**config.mk**
```make
export PLATFORM = sky130hd
export DESIGN_NAME = sorted_insertion_list_unit_flat
export DESIGN_NICKNAME = d
export VERILOG_FILES = /design/src/design/sil_pkg.sv /design/src/design/sil_stream_if.sv /design/src/design/sil_ram.sv /design/src/design/sorted_insertion_list_unit.sv /design/src/flat_wrapper.sv
export SDC_FILE = /design/constraint.sdc
export NUM_CORES = 1
export LEC_CHECK = 0
export BUFFER_PORTS_ARGS = -buffer_cell sky130_fd_sc_hd__buf_2
export CAP_MARGIN = 0
export CORE_MARGIN = 2
export CORE_UTILIZATION = 62
export DETAILED_ROUTE_END_ITERATION = 7
export PLACE_DENSITY = 0.76
export SYNTH_ARGS = -nofsm -noshare
export SYNTH_HDL_FRONTEND = slang
export SYNTH_SLANG_ARGS = --single-unit
```
**constraint.sdc**
```tcl
create_clock -name i_clk -period 3.9 [get_ports i_clk]
set_input_delay 0.195 -clock i_clk [delete_from_list [all_inputs] [get_ports i_clk]]
set_output_delay 0.195 -clock i_clk [all_outputs]
set_load 0.02 [all_outputs]
```
**src/design/sil_pkg.sv**
```systemverilog
// Shared types and status codes for the sorted insertion list.
package sil_pkg;

    localparam int DATA_W = 32;

    typedef logic [1:0]               t_status;
    typedef logic signed [DATA_W-1:0] t_value;

    // Result status codes
    localparam t_status ST_ENTRY = 2'd0;
    localparam t_status ST_FULL  = 2'd1;
    localparam t_status ST_EMPTY = 2'd2;

    // Input action codes
    localparam logic ACT_INSERT = 1'b0;
    localparam logic ACT_DUMP   = 1'b1;

endpackage

```
**src/design/sil_stream_if.sv**
```systemverilog
// Valid/ready stream interfaces for the command and result channels.
interface sil_in_if;
    import sil_pkg::*;

    logic   valid;
    logic   ready;
    logic   action;
    t_value value;

    modport source (output valid, output action, output value, input ready);
    modport sink   (input valid, input action, input value, output ready);
endinterface

interface sil_out_if;
    import sil_pkg::*;

    logic    valid;
    logic    ready;
    t_status status;
    t_value  entry_value;
    logic    last;

    modport source (output valid, output status, output entry_value, output last,
                    input ready);
    modport sink   (input valid, input status, input entry_value, input last,
                    output ready);
endinterface

```
**src/design/sil_ram.sv**
```systemverilog
// Generic simple dual-port RAM: one write port, one read port, registered read.
module sil_ram #(
    parameter int WIDTH = 32,
    parameter int DEPTH = 16,
    parameter int AW    = (DEPTH > 1) ? $clog2(DEPTH) : 1
) (
    input  logic             i_clk,
    input  logic             i_we,
    input  logic [AW-1:0]    i_waddr,
    input  logic [WIDTH-1:0] i_wdata,
    input  logic [AW-1:0]    i_raddr,
    output logic [WIDTH-1:0] o_rdata
);

    logic [WIDTH-1:0] r_mem [DEPTH];
    logic [WIDTH-1:0] r_rdata;

    // write port
    always_ff @(posedge i_clk) begin
        if (i_we) begin
            r_mem[i_waddr] <= i_wdata;
        end
    end

    // registered read port
    always_ff @(posedge i_clk) begin
        r_rdata <= r_mem[i_raddr];
    end

    assign o_rdata = r_rdata;

endmodule

```
**src/design/sorted_insertion_list_unit.sv**
```systemverilog
// Top level: bounded ascending list with insert and in-order dump.
//
//  channel  | dir | beat fields                        | role
//  ---------+-----+------------------------------------+-------------------------------
//  i_in     | in  | action, value                      | insert a value or dump the list
//  o_out    | out | status, entry_value, last          | dumped entries, full/empty marks
//
// An insert walks the list down from the top: one compare and shift step per entry until
// a smaller entry turns up, plus a final write when the new value is the smallest; the walk
// moves one entry per cycle, set by the single read port of the entry RAM. A dump reads
// each entry from the RAM, then loads it into the output register; full and empty marks
// are loaded into the output register once it is free. Reset empties
// the list by clearing the entry count; the RAM itself is not cleared. A stalled output
// holds its beat and the sequencer waits; no new beat is accepted until the item is done.
module sorted_insertion_list_unit #(
    parameter int CAPACITY = 16
) (
    input  logic     i_clk,
    input  logic     i_rst_n,
    sil_in_if.sink   i_in,
    sil_out_if.source o_out
);
    import sil_pkg::*;

    localparam int AW = $clog2(CAPACITY);
    localparam int CW = $clog2(CAPACITY + 1);

    // sequencer states
    localparam logic [2:0] S_IDLE  = 3'd0;
    localparam logic [2:0] S_ISTEP = 3'd1;
    localparam logic [2:0] S_IWR0  = 3'd2;
    localparam logic [2:0] S_DREQ  = 3'd3;
    localparam logic [2:0] S_DOUT  = 3'd4;
    localparam logic [2:0] S_EMIT  = 3'd5;

    logic [2:0]    r_state, n_state;
    logic [CW-1:0] r_count, n_count;
    logic [AW-1:0] r_idx,   n_idx;
    t_value        r_val,   n_val;
    t_status       r_pend,  n_pend;

    logic          r_out_valid, n_out_valid;
    t_status       r_out_status, n_out_status;
    t_value        r_out_value,  n_out_value;
    logic          r_out_last,   n_out_last;

    logic          ram_we;
    logic [AW-1:0] ram_waddr;
    t_value        ram_wdata;
    logic [AW-1:0] ram_raddr;
    logic [DATA_W-1:0] ram_rdata;
    t_value        rd_val;

    logic          in_beat;
    logic          slot_free;
    logic          is_full;
    logic [AW-1:0] idx_up;
    logic [AW-1:0] idx_dn;
    logic [AW-1:0] top_idx;

    sil_ram #(
        .WIDTH (DATA_W),
        .DEPTH (CAPACITY),
        .AW    (AW)
    ) u_ram (
        .i_clk   (i_clk),
        .i_we    (ram_we),
        .i_waddr (ram_waddr),
        .i_wdata (ram_wdata),
        .i_raddr (ram_raddr),
        .o_rdata (ram_rdata)
    );

    assign rd_val    = $signed(ram_rdata);
    assign in_beat   = i_in.valid & i_in.ready;
    assign slot_free = ~r_out_valid | o_out.ready;
    assign is_full   = (r_count == CW'(CAPACITY));
    assign idx_up    = AW'(r_idx + AW'(1));
    assign idx_dn    = AW'(r_idx - AW'(1));
    assign top_idx   = AW'(r_count - CW'(1));

    assign i_in.ready = (r_state == S_IDLE);

    // read address: top entry on accept, next lower during the walk, cursor on dump
    always_comb begin
        case (r_state)
            S_IDLE:  ram_raddr = top_idx;
            S_ISTEP: ram_raddr = idx_dn;
            default: ram_raddr = r_idx;
        endcase
    end

    // sequencer
    always_comb begin
        n_state      = r_state;
        n_count      = r_count;
        n_idx        = r_idx;
        n_val        = r_val;
        n_pend       = r_pend;
        n_out_valid  = r_out_valid & ~o_out.ready;
        n_out_status = r_out_status;
        n_out_value  = r_out_value;
        n_out_last   = r_out_last;
        ram_we       = 1'b0;
        ram_waddr    = idx_up;
        ram_wdata    = r_val;

        case (r_state)
            S_IDLE: begin
                if (in_beat) begin
                    n_val = i_in.value;
                    n_idx = top_idx;
                    if (i_in.action == ACT_INSERT) begin
                        if (is_full) begin
                            n_pend  = ST_FULL;
                            n_state = S_EMIT;
                        end else if (r_count == '0) begin
                            n_state = S_IWR0;
                        end else begin
                            n_state = S_ISTEP;
                        end
                    end else begin
                        n_idx = '0;
                        if (r_count == '0) begin
                            n_pend  = ST_EMPTY;
                            n_state = S_EMIT;
                        end else begin
                            n_state = S_DREQ;
                        end
                    end
                end
            end

            // compare entry at r_idx; shift it up or drop the new value above it
            S_ISTEP: begin
                ram_we = 1'b1;
                if (rd_val < r_val) begin
                    ram_wdata = r_val;
                    n_count   = CW'(r_count + CW'(1));
                    n_state   = S_IDLE;
                end else begin
                    ram_wdata = rd_val;
                    if (r_idx == '0) begin
                        n_state = S_IWR0;
                    end else begin
                        n_idx = idx_dn;
                    end
                end
            end

            // new value is the smallest
            S_IWR0: begin
                ram_we    = 1'b1;
                ram_waddr = '0;
                ram_wdata = r_val;
                n_count   = CW'(r_count + CW'(1));
                n_state   = S_IDLE;
            end

            // read latency slot for the dump cursor
            S_DREQ: begin
                n_state = S_DOUT;
            end

            S_DOUT: begin
                if (slot_free) begin
                    n_out_valid  = 1'b1;
                    n_out_status = ST_ENTRY;
                    n_out_value  = rd_val;
                    if ((CW'(r_idx) + CW'(1)) == r_count) begin
                        n_out_last = 1'b1;
                        n_state    = S_IDLE;
                    end else begin
                        n_out_last = 1'b0;
                        n_idx      = idx_up;
                        n_state    = S_DREQ;
                    end
                end
            end

            // single full or empty mark
            S_EMIT: begin
                if (slot_free) begin
                    n_out_valid  = 1'b1;
                    n_out_status = r_pend;
                    n_out_value  = '0;
                    n_out_last   = 1'b1;
                    n_state      = S_IDLE;
                end
            end

            default: begin
                n_state = S_IDLE;
            end
        endcase
    end

    // control registers
    always_ff @(posedge i_clk) begin
        if (!i_rst_n) begin
            r_state     <= S_IDLE;
            r_count     <= '0;
            r_out_valid <= 1'b0;
        end else begin
            r_state     <= n_state;
            r_count     <= n_count;
            r_out_valid <= n_out_valid;
        end
    end

    // payload registers
    always_ff @(posedge i_clk) begin
        r_idx        <= n_idx;
        r_val        <= n_val;
        r_pend       <= n_pend;
        r_out_status <= n_out_status;
        r_out_value  <= n_out_value;
        r_out_last   <= n_out_last;
    end

    assign o_out.valid       = r_out_valid;
    assign o_out.status      = r_out_status;
    assign o_out.entry_value = r_out_value;
    assign o_out.last        = r_out_last;

endmodule

```
**src/flat_wrapper.sv**
```systemverilog
// flat-port wrapper written by rule: the top's interface ports become plain ports
module sorted_insertion_list_unit_flat import sil_pkg::*;
#(
    parameter int CAPACITY = 16
)
  (i_clk, i_rst_n, i_in_valid, i_in_action, i_in_value, i_in_ready, o_out_valid, o_out_status, o_out_entry_value, o_out_last, o_out_ready);
  sil_in_if i_in_i ();
  sil_out_if o_out_i ();
  input  logic i_clk;
  input  logic i_rst_n;
  input wire logic [$bits(i_in_i.valid)-1:0] i_in_valid;
  input wire logic [$bits(i_in_i.action)-1:0] i_in_action;
  input wire logic [$bits(i_in_i.value)-1:0] i_in_value;
  output wire logic [$bits(i_in_i.ready)-1:0] i_in_ready;
  output wire logic [$bits(o_out_i.valid)-1:0] o_out_valid;
  output wire logic [$bits(o_out_i.status)-1:0] o_out_status;
  output wire logic [$bits(o_out_i.entry_value)-1:0] o_out_entry_value;
  output wire logic [$bits(o_out_i.last)-1:0] o_out_last;
  input wire logic [$bits(o_out_i.ready)-1:0] o_out_ready;
  assign i_in_i.valid = i_in_valid;
  assign i_in_i.action = i_in_action;
  assign i_in_i.value = i_in_value;
  assign i_in_ready = i_in_i.ready;
  assign o_out_valid = o_out_i.valid;
  assign o_out_status = o_out_i.status;
  assign o_out_entry_value = o_out_i.entry_value;
  assign o_out_last = o_out_i.last;
  assign o_out_i.ready = o_out_ready;
  sorted_insertion_list_unit #(.CAPACITY(CAPACITY)) u_core (.i_clk(i_clk), .i_rst_n(i_rst_n), .i_in(i_in_i), .o_out(o_out_i));
endmodule
```
Yosys cells after proc, flatten, opt, wreduce, memory -nomap -nowiden --
Memories as Yosys holds them, arrays and structs flattened. A register that Yosys moved wholly into a read port is not among the register bits. Cells that the tools add are included.
Word-level totals: output and inout port bits 37, word-level logic and storage cells 94, input bits 37, bits in writable memories 512, register bits after elaboration 82, memories kept 1
Operators by class: multiplexer cells 42, reduce and logical (&&, ||, !) cells 15, bitwise gates (word level) 5, add/sub/neg operators 5, order comparisons 1, equality and inequality tests 16
Memory list:
- u_core.u_ram.r_mem | depth 16, width 32, rd ports 1, clocked after memory_dff 1, write ports 1, line sil_ram.sv:15 | logic [WIDTH-1:0] r_mem [DEPTH];
Operators with widths (number):
- 2-to-1 mux 32 bit | 4
- one-hot mux 32 bit (2 select lines) | 1
- less-than comparator 32 bit | 1
- 2-to-1 mux 4 bit | 7
- 2-to-1 mux 3 bit | 8
- one-hot mux 3 bit (5 select lines) | 1
- 2-to-1 mux 2 bit | 7
- one-hot mux 4 bit (3 select lines) | 1
- one-hot mux 5 bit (2 select lines) | 1
- 2-to-1 mux 1 bit | 8
- != test 2 x 1 -> 1 bit (second input constant) | 4
- != test 2 bit (second input constant) | 4
- one-hot mux 4 bit (2 select lines) | 1
- AND reduction 4 bit | 2
- subtractor 4 x 1 -> 4 bit (second input constant) | 2
- equality test 3 x 2 -> 1 bit (second input constant) | 2
- equality test 3 bit (second input constant) | 2
- AND reduction 6 bit | 1
- nonzero test 2 bit | 3
- adder 4 x 1 -> 5 bit (second input constant) | 1
- adder 5 x 1 -> 5 bit (second input constant) | 1
- equality test 5 bit | 1
- equality test 5 bit (second input constant) | 1
- logical NOT 5 bit | 1
- 15 further kinds | 19

Logic depth before layout (Yosys ltp) --
Gate-level depths: netlist of the first run.
depth in word-level cells 6, depth in mapped cells 12, mapped depth without buffers 10

Modules after synthesis --
Synthesis of the first run repeated with hierarchy kept, for this count alone.
Second synthesis, totals: cells, all modules 1234, area, all modules 24409.7 um^2
Modules (own cells, without submodules):
- sil_ram | cells each 838, area an instance 19835.3 um^2, instances 1, sequential area each 16015.4 um^2
- sorted_insertion_list_unit | cells each 396, area an instance 4574.4 um^2, instances 1, sequential area each 2372.3 um^2

Least setup slack after synthesis of the first run --
Ideal clock, no wire load.
path type flip-flop to flip-flop, start register u_core.r_idx[0], end memory u_core.u_ram.r_mem[0][0], enable pin, data required time 3.468 ns, cell stages (with the launch flop) 8, arrival time 2.859 ns, setup time 0.432 ns, path buffers 2, clock period less this slack 3.291 ns, path slack 0.609 ns, cells stage by stage edfxtp_1 buf_2 inv_1 ha_1 buf_2 nor2_1 nand2_1 a21oi_1
On the way: longest elaborated chain between the ends 2
Ends and longest elaborated chain:
- start: declaration | line sorted_insertion_list_unit.sv:38 | logic [AW-1:0] r_idx, n_idx;
- start signal: assignment | line sorted_insertion_list_unit.sv:213 | r_idx <= n_idx;
- adder 4 x 1 -> 4 bit | line sorted_insertion_list_unit.sv:78 | assign idx_up = AW'(r_idx + AW'(1));
- 2-to-1 mux 4 bit | line sorted_insertion_list_unit.sv:108 | case (r_state)
- end: declaration | line sil_ram.sv:15
No other way between the ends.

Final worst setup path of the first run --
start register u_core.r_val[2], end memory u_core.u_ram.r_mem[10][2] (data pin)
On the way: longest elaborated chain between the ends 3
Ends and longest elaborated chain:
- start: declaration | line sorted_insertion_list_unit.sv:39 | t_value r_val, n_val;
- start signal: assignment | line sorted_insertion_list_unit.sv:214 | r_val <= n_val;
- less-than comparator 32 bit | line sorted_insertion_list_unit.sv:137 | if (rd_val < r_val) begin
- 2-to-1 mux 32 bit | line sorted_insertion_list_unit.sv:137
- 2-to-1 mux 32 bit (*) | line sorted_insertion_list_unit.sv:108
- net u_core.ram_wdata[2] | line sorted_insertion_list_unit.sv:49 | t_value ram_wdata;
Mark *: on every way through the listed nets, which the timed path passes. The rest lies on a longest branch.

==> impl_metrics.tcl, run 1 <==
set metrics [dict create \
    r2r-start "u_core.r_val[2]" \
    syn-num-nets 1360 \
    die_h_um 205 \
    drc_errors 0 \
    num_vias 12900 \
    chipWidth_um 205 \
    syn_area_um2 25000 \
    rr_endpoint "u_core.u_ram.r_mem[10][2]" \
    htreeDepth 2 \
    worstMarginPinSlew_ns 0.869 \
    drt-total-wl_um 55300 \
    hold_path_class "input port to flop" \
    grt_pass1_wl_um 81300 \
    first_pass_iters 7 \
    drt_iter0_markers 1397 \
    cts_buffers 61 \
    grt_overflow 0 \
    final_cells 2023 \
    final_cell_area_um2 28800 \
    hp-start "i_in_value[4]" \
    powerDensity_nw_per_um2 839 \
    post-route-period-util_pct 89.2 \
    path_clk_slew_ns 0.06 \
    worstPathArrival_ns 3.82 \
    areaGrowthSynthToFinish_pct 15.1 \
    holdPathStages 2 \
    yosysSeqAreaShare_pct 73.5 \
    root_buffer "clkbuf_16" \
    finalNetCount 1520 \
    clockBufferDepth 3 \
    crit_chain "inv_1, ha_1, nand2_1, o21ai_1, a41oi_1, nor3_1, o311a_2, nor3_2, o21ai_4, buf_12, mux2_2" \
    synth_area_per_cell_um2 19.5 \
    cpPeakStageDelay_ns 0.59 \
    fmax_mhz 288 \
    num-fill-cells 2359 \
    grt_antenna_before_repair 1 \
    setup_viol 0 \
    grt_max_degree 88 \
    slew-limit-headroom_pct 42.1 \
    status "complete, no violations" \
    ys_types 60 \
    crit_slowest_cell "nor3_1" \
    drive_above_1_share_pct 27.5 \
    grt_usage_pct 27.2 \
    ant_nets 0 \
    yosysWarnings 0 \
    cts_tree "built" \
    final_hold_viol_count 0 \
    min_to "u_core.r_val[4]" \
    placed_area_um2 26500 \
    io_buffers 73 \
    async_flop_share_pct 0 \
    grt_pass1_vias 12900 \
    cp_max_fo 16 \
    worstSetupPathType "flop to flop" \
    cap_violations 0 \
    leakagePower_nw 9.76 \
    place.gp.congestion 0.806 \
    final_max_slew_viol_count 0 \
    start_util_pct 62.9 \
    cts.sinks 626 \
    rr_worst_depth 11 \
    clk_latency_ns 0.63 \
    setup_tns_ns 0 \
    coreArea_um2 39800 \
    drt-vias-per-instance 6.35 \
    vdd_drop_max_v 0.000669 \
    route.detailed.wl_per_inst_um 27.3 \
    crit_required_ns 4.24 \
    post-place-ws_ns 0.511 \
    synth_edf_count 585 \
    r2r_slack_ns 0.42 \
    rsz0062_at_grt "no" \
    ys.flop_type "edfxtp_1" \
    setup.worst_path.start_class "flop" \
    ctsResizeCount 0 \
    syn_inst 1287 \
    dieArea_um2 42000 \
    ys_ff_latch 626 \
    dp_hpwl_um 29700 \
    num_rows 73 \
    dp.cells 1873 \
    skew_ns 0.0279 \
    io-pin-count 74 \
    cts_setup_buffers 0 \
    setup_ws_ns 0.422 \
    power.total_mw 24.2 \
    end_kind "flop" \
    min_period_ns 3.48 \
]
[layout by cell type, fill, tap and decap left out, types with 3 or more instances in the layout]
master / synthesis / final
a211oi_1: 34 / 34
a21oi_1: 55 / 54
and2_1: 36 / 35
buf_12: 3 / 20
buf_2: 14 / 73
buf_4: 13 / 32
bufinv_16: 0 / 4
clkbuf_1: 28 / 23
clkbuf_16: 0 / 61
clkbuf_8: 0 / 6
clkinv_2: 0 / 11
clkinv_4: 1 / 3
dfxtp_1: 41 / 41
dlygate4sd3_1: 0 / 36
edfxtp_1: 585 / 585
ha_1: 36 / 36
inv_1: 38 / 38
mux2_2: 4 / 4
mux2_4: 28 / 28
mux2i_1: 42 / 40
mux4_2: 128 / 128
nand2_1: 26 / 26
nand2b_1: 5 / 5
nand3_1: 9 / 9
nand4_1: 7 / 7
nor2_1: 37 / 22
nor2_4: 1 / 16
nor2b_1: 37 / 36
nor3_1: 7 / 7
o21ai_0: 15 / 15
o31ai_1: 4 / 4
xnor2_1: 7 / 7
xor2_1: 5 / 5
[Yosys cell counts, drive strengths merged (7+ instances only)]
library cell,n,area (um2)
a211oi,34,255
a21oi,55,275
and2,36,225
buf,36,250
clkbuf,28,105
dfxtp,41,821
edfxtp,585,17600
ha,36,450
inv,38,143
mux2,32,465
mux2i,42,420
mux4,128,2880
nand2,26,97.6
nand3,9,45.0
nand4,7,43.8
nor2,38,150
nor2b,37,231
nor3,8,45.0
o21ai,17,96.3
xnor2,7,61.3
[cells by family (layout without fill, tap and decap cells)]
logic type	after synthesis	count (layout)	share of synthesized area (%)
flops	626	626	73.5
other cells	0	1	0
simple gates	182	182	4.01
buf+inv	103	313	2.02
fa+ha+maj	36	36	1.80
compound gates	126	126	3.23
xor+xnor	12	12	0.420
mux	202	202	15.1
[where the power goes]
group | total, mW | switching [mW] | internal [mW]
clock network | 5.70 | 2.42 | 3.28
logic | 9.01 | 5.06 | 3.95
registers | 9.46 | 0.434 | 9.03
[metrics by stage]
step           hold slack, ns  utilization [%]
2_1_floorplan           0.294                -
3_3_place_gp            0.372             66.6
3_5_place_dp            0.374             66.6
4_1_cts                 0.256             72.4
5_1_grt                 0.264             72.4
6_report                0.277             72.4
[cell type report]
cell class / instances / area (um2) / area share, %
Multi-Input combinational cell: 558 / 6310 / 21.9
Antenna cell: 1 / 2.50 / 0.00868
Inverter: 39 / 151 / 0.525
Tap cell: 525 / 657 / 2.28
Timing Repair Buffer: 161 / 1370 / 4.74
Clock buffer: 90 / 1700 / 5.88
Clock inverter: 23 / 253 / 0.877
Sequential cell: 626 / 18400 / 63.8
[layer usage]
| layer | routed length, um | vias up | GRT usage [%] |
|---|---|---|---|
| met3 | 4990 | 100 | 4.96 |
| li1 | - | 5488 | - |
| met2 | 26900 | 642 | 43.4 |
| met5 | 0 | - | 0 |
| met1 | 21900 | 6623 | 38.4 |
| met4 | 1420 | 0 | 9.33 |
[worst max-delay path by stage]
stage | from | to | slack [ns]
6_report | u_core.r_val[2] | u_core.u_ram.r_mem[10][2] | 0.42
5_1_grt | u_core.r_val[2] | u_core.u_ram.r_mem[8][1] | 0.29
4_1_cts | u_core.r_val[2] | u_core.u_ram.r_mem[9][2] | 0.47
3_5_place_dp | u_core.r_val[2] | u_core.u_ram.r_mem[13][2] | 0.51
3_3_place_gp | u_core.r_val[2] | u_core.u_ram.r_mem[7][1] | 0.64
2_1_floorplan | u_core.r_idx[0] | u_core.u_ram.r_mem[0][0] | 0.61
[state kept, by name, summed over array words and instances (netlist names)]
name / cells
u_core.u_ram.r_mem: 512
u_core.o_out.entry_value: 32
u_core.r_val: 32
u_core.u_ram.o_rdata: 32
u_core.r_count: 5
u_core.r_idx: 4
u_core.r_state: 3
u_core.o_out.status: 2
u_core.r_pend: 2
u_core.o_out.last: 1
u_core.o_out.valid: 1
[critical path: cells and delay by family, from the launching register on]
| family | cells | cell delay [ns] |
|---|---|---|
| AO/OA/AOI/OAI | 4 | 1.04 |
| adder cells (fa/ha/maj) | 1 | 0.29 |
| buffers and inverters | 2 | 0.28 |
| flip-flops | 1 | 0.37 |
| multiplexers | 1 | 0.47 |
| AND/OR/NAND/NOR | 3 | 0.70 |
[repair_timing]
| action | in CTS | in global routing |
|---|---|---|
| hold buffers | 36 | 0 |
| endpoints found under the hold margin | 45 | 0 |
| setup endpoints to repair | 0 | 0 |
No activity file was read; power rests on OpenSTA's default activity.
==> run 2, diff against run 1 <==
SYNTH_HIERARCHICAL = 1   (was unset)
==> impl_metrics.tcl, run 2 <==
set metrics [dict create \
    dp.cells 1812 \
    hold_path_class "input port to flop" \
    synth_edf_count 585 \
    hp-start "i_in_valid" \
    regArea_um2 18400 \
    ant_nets 0 \
    synth_compound_area_share_pct 3.60 \
    vdd_drop_max_v 0.00108 \
    cts_tree "built" \
    coreArea_um2 38700 \
    synth_commonest_cells "585 x edfxtp_1, 128 x mux4_2, 64 x a22oi_1" \
    cp_max_fo 28 \
    final_cells 1958 \
    synth_largest_area_cell "edfxtp_1" \
    syn-num-nets 1307 \
    placed_area_um2 25800 \
    min_period_ns 3.49 \
    clk_latency_ns 0.61 \
    worstSetupPathType "flop to flop" \
    worstPathArrival_ns 3.77 \
    num-fill-cells 2282 \
    grt_pass1_wl_um 81500 \
    post-route-period-util_pct 89.5 \
    layout_common_cells "585 x edfxtp_1, 128 x mux4_2, 73 x buf_2" \
    drc_errors 0 \
    synth.area.top_cells "edfxtp_1 72%, mux4_2 12%, dfxtp_1 3.4%" \
    largest_register_ffs 512 \
    route.detailed.wl_per_inst_um 28.4 \
    crit_path_start "u_core/r_val[15]" \
    swShare_pct 35.4 \
    r2r-start "u_core/r_val[15]" \
    synthAdderAreaFrac_pct 1.85 \
    chipWidth_um 202 \
    grt_max_degree 69 \
    finish.utilization_pct 72.5 \
    cap_violations 0 \
    syn_area_um2 24400 \
    num_rows 72 \
    io-pin-count 74 \
    final_max_slew_viol_count 0 \
    power.total_mw 26.7 \
    setup.worst_path.start_class "flop" \
    first_pass_iters 7 \
    synth.area.mux_share_pct 13.5 \
    path_clk_slew_ns 0.06 \
    ys.flop_type "edfxtp_1" \
    yosysWarnings 6 \
    ys_types 54 \
    max_flop_register "u_core/u_ram/r_mem" \
    yosysSeqAreaShare_pct 75.3 \
    io_buffers 73 \
    drive_above_1_share_pct 27.0 \
    cts.sinks 626 \
    grt_overflow 0 \
    slew-limit-headroom_pct 25.7 \
    num_vias 12700 \
    end_kind "flop" \
    crit_required_ns 4.18 \
    drt_iter0_markers 1408 \
    hold_ws_ns 0.0729 \
    powerDensity_nw_per_um2 950 \
    syn_inst 1234 \
    die_h_um 202 \
    root_buffer "clkbuf_16" \
    htreeDepth 2 \
    synth_top_area_share_pct 72.0 \
    grt_antenna_before_repair 0 \
    fmax_mhz 287 \
    post-synth-top-count-cell "edfxtp_1" \
    min_to "u_core/r_pend[1]" \
    setup_viol 0 \
    seqPwrFrac_pct 36.4 \
    areaGrowthSynthToFinish_pct 15.1 \
    worstMarginPinSlew_ns 1.11 \
    final_hold_viol_count 0 \
    pwr-share-clk_pct 21.1 \
    synth_top_family_by_area "multiplexers" \
    drt-vias-per-instance 6.48 \
    final_common_cell "edfxtp_1" \
    setup_tns_ns 0 \
    net-switching-power_mw 9.44 \
    async_flop_share_pct 0 \
    clockBufferDepth 3 \
    rr_worst_depth 10 \
    final_cell_area_um2 28100 \
    rr_endpoint "u_core/u_ram/r_mem[14][20]" \
    synth_area_per_cell_um2 19.8 \
    grt_pass1_vias 12700 \
    internal-power_mw 17.2 \
    synth-simple-area-share_pct 3.56 \
    dp_hpwl_um 29900 \
    p_comb_share_pct 42.5 \
    start_util_pct 63.0 \
    cts_buffers 59 \
    setup_ws_ns 0.411 \
    grt_usage_pct 27.9 \
    status "complete, no violations" \
    drt-total-wl_um 55600 \
    dieArea_um2 41000 \
    multi_input_area_um2 5790 \
    place.gp.congestion 0.866 \
    finalNetCount 1463 \
    synth-xor-area-share_pct 0.466 \
    holdPathStages 3 \
    rsz0062_at_grt "no" \
    post-place-ws_ns 0.469 \
    skew_ns 0.0135 \
    leakagePower_nw 9.53 \
    r2r_slack_ns 0.41 \
    ys_ff_latch 626 \
]
[run 2: cell count changes in the layout (fill, tap and decap cells not counted), sizes merged, moves of 28 or more]
cell and delta:
a22oi +64, mux2i -38, a21oi -36, a211oi -34
nor2b -32, nand2 +28
[run 2: cell type report]
| cell class | instances | area share (%) |
|---|---|---|
| clock buffers | 84 | 5.80 |
| diodes | 1 | 0.00891 |
| well taps | 518 | 2.31 |
| clock inverters | 26 | 0.958 |
| flip-flops and latches | 626 | 65.4 |
| multi-input cells | 512 | 20.6 |
| repair buffers | 149 | 4.31 |
| inverters | 42 | 0.561 |
[run 2: cell families after synthesis]
group	after synthesis
flops	626
simple gates	174
fa+ha+maj	36
mux	163
buf+inv	96
compound gates	126
xor+xnor	13
[run 2: power groups by stage]
| stage | clock network, mW | logic [mW] | registers (mW) |
|---|---|---|---|
| finish | 5.64 | 11.3 | 9.72 |
| global route | 5.96 | 12.2 | 9.79 |
| CTS | 5.70 | 11.4 | 9.71 |
| detailed placement | 0 | 11.3 | 9.83 |
| global placement | 0 | 11.0 | 9.78 |
| floorplan | 0 | 7.87 | 9.79 |
[run 2: worst max-delay path by stage]
stage,end,slack [ns]
after floorplan,u_core/u_ram/r_mem[1][0],0.52
after global placement,u_core/u_ram/r_mem[12][2],0.58
after detailed placement,u_core/u_ram/r_mem[6][20],0.47
after CTS,u_core/u_ram/r_mem[3][20],0.43
after global routing,u_core/u_ram/r_mem[8][2],0.23
final,u_core/u_ram/r_mem[14][20],0.41
[run 2: critical path: stages (launching register included)]
cell,delay [ns]
edfxtp_1,0.35
inv_1,0.05
ha_1,0.31
nand4_1,0.16
nor3_1,0.48
o311ai_0,0.36
a31oi_4,0.35
nor2_4,0.07
mux2i_4,0.21
buf_12,0.27
mux2_1,0.55
[run 2: routing by layer]
metal | global-route usage (%) | up-vias | routed length (um)
met4 | 10.1 | 0 | 1690
li1 | - | 5317 | -
met1 | 39.2 | 6526 | 21400
met2 | 44.6 | 727 | 26900
met3 | 5.40 | 125 | 5570
met5 | 0 | - | 0
[run 2: timing repair]
item / 4_1_cts / 5_1_grt
hold buffers: 35 / 0
buffers inserted: 0 / 0
hold endpoints to repair: 42 / 0
resized for setup: 0 / 0
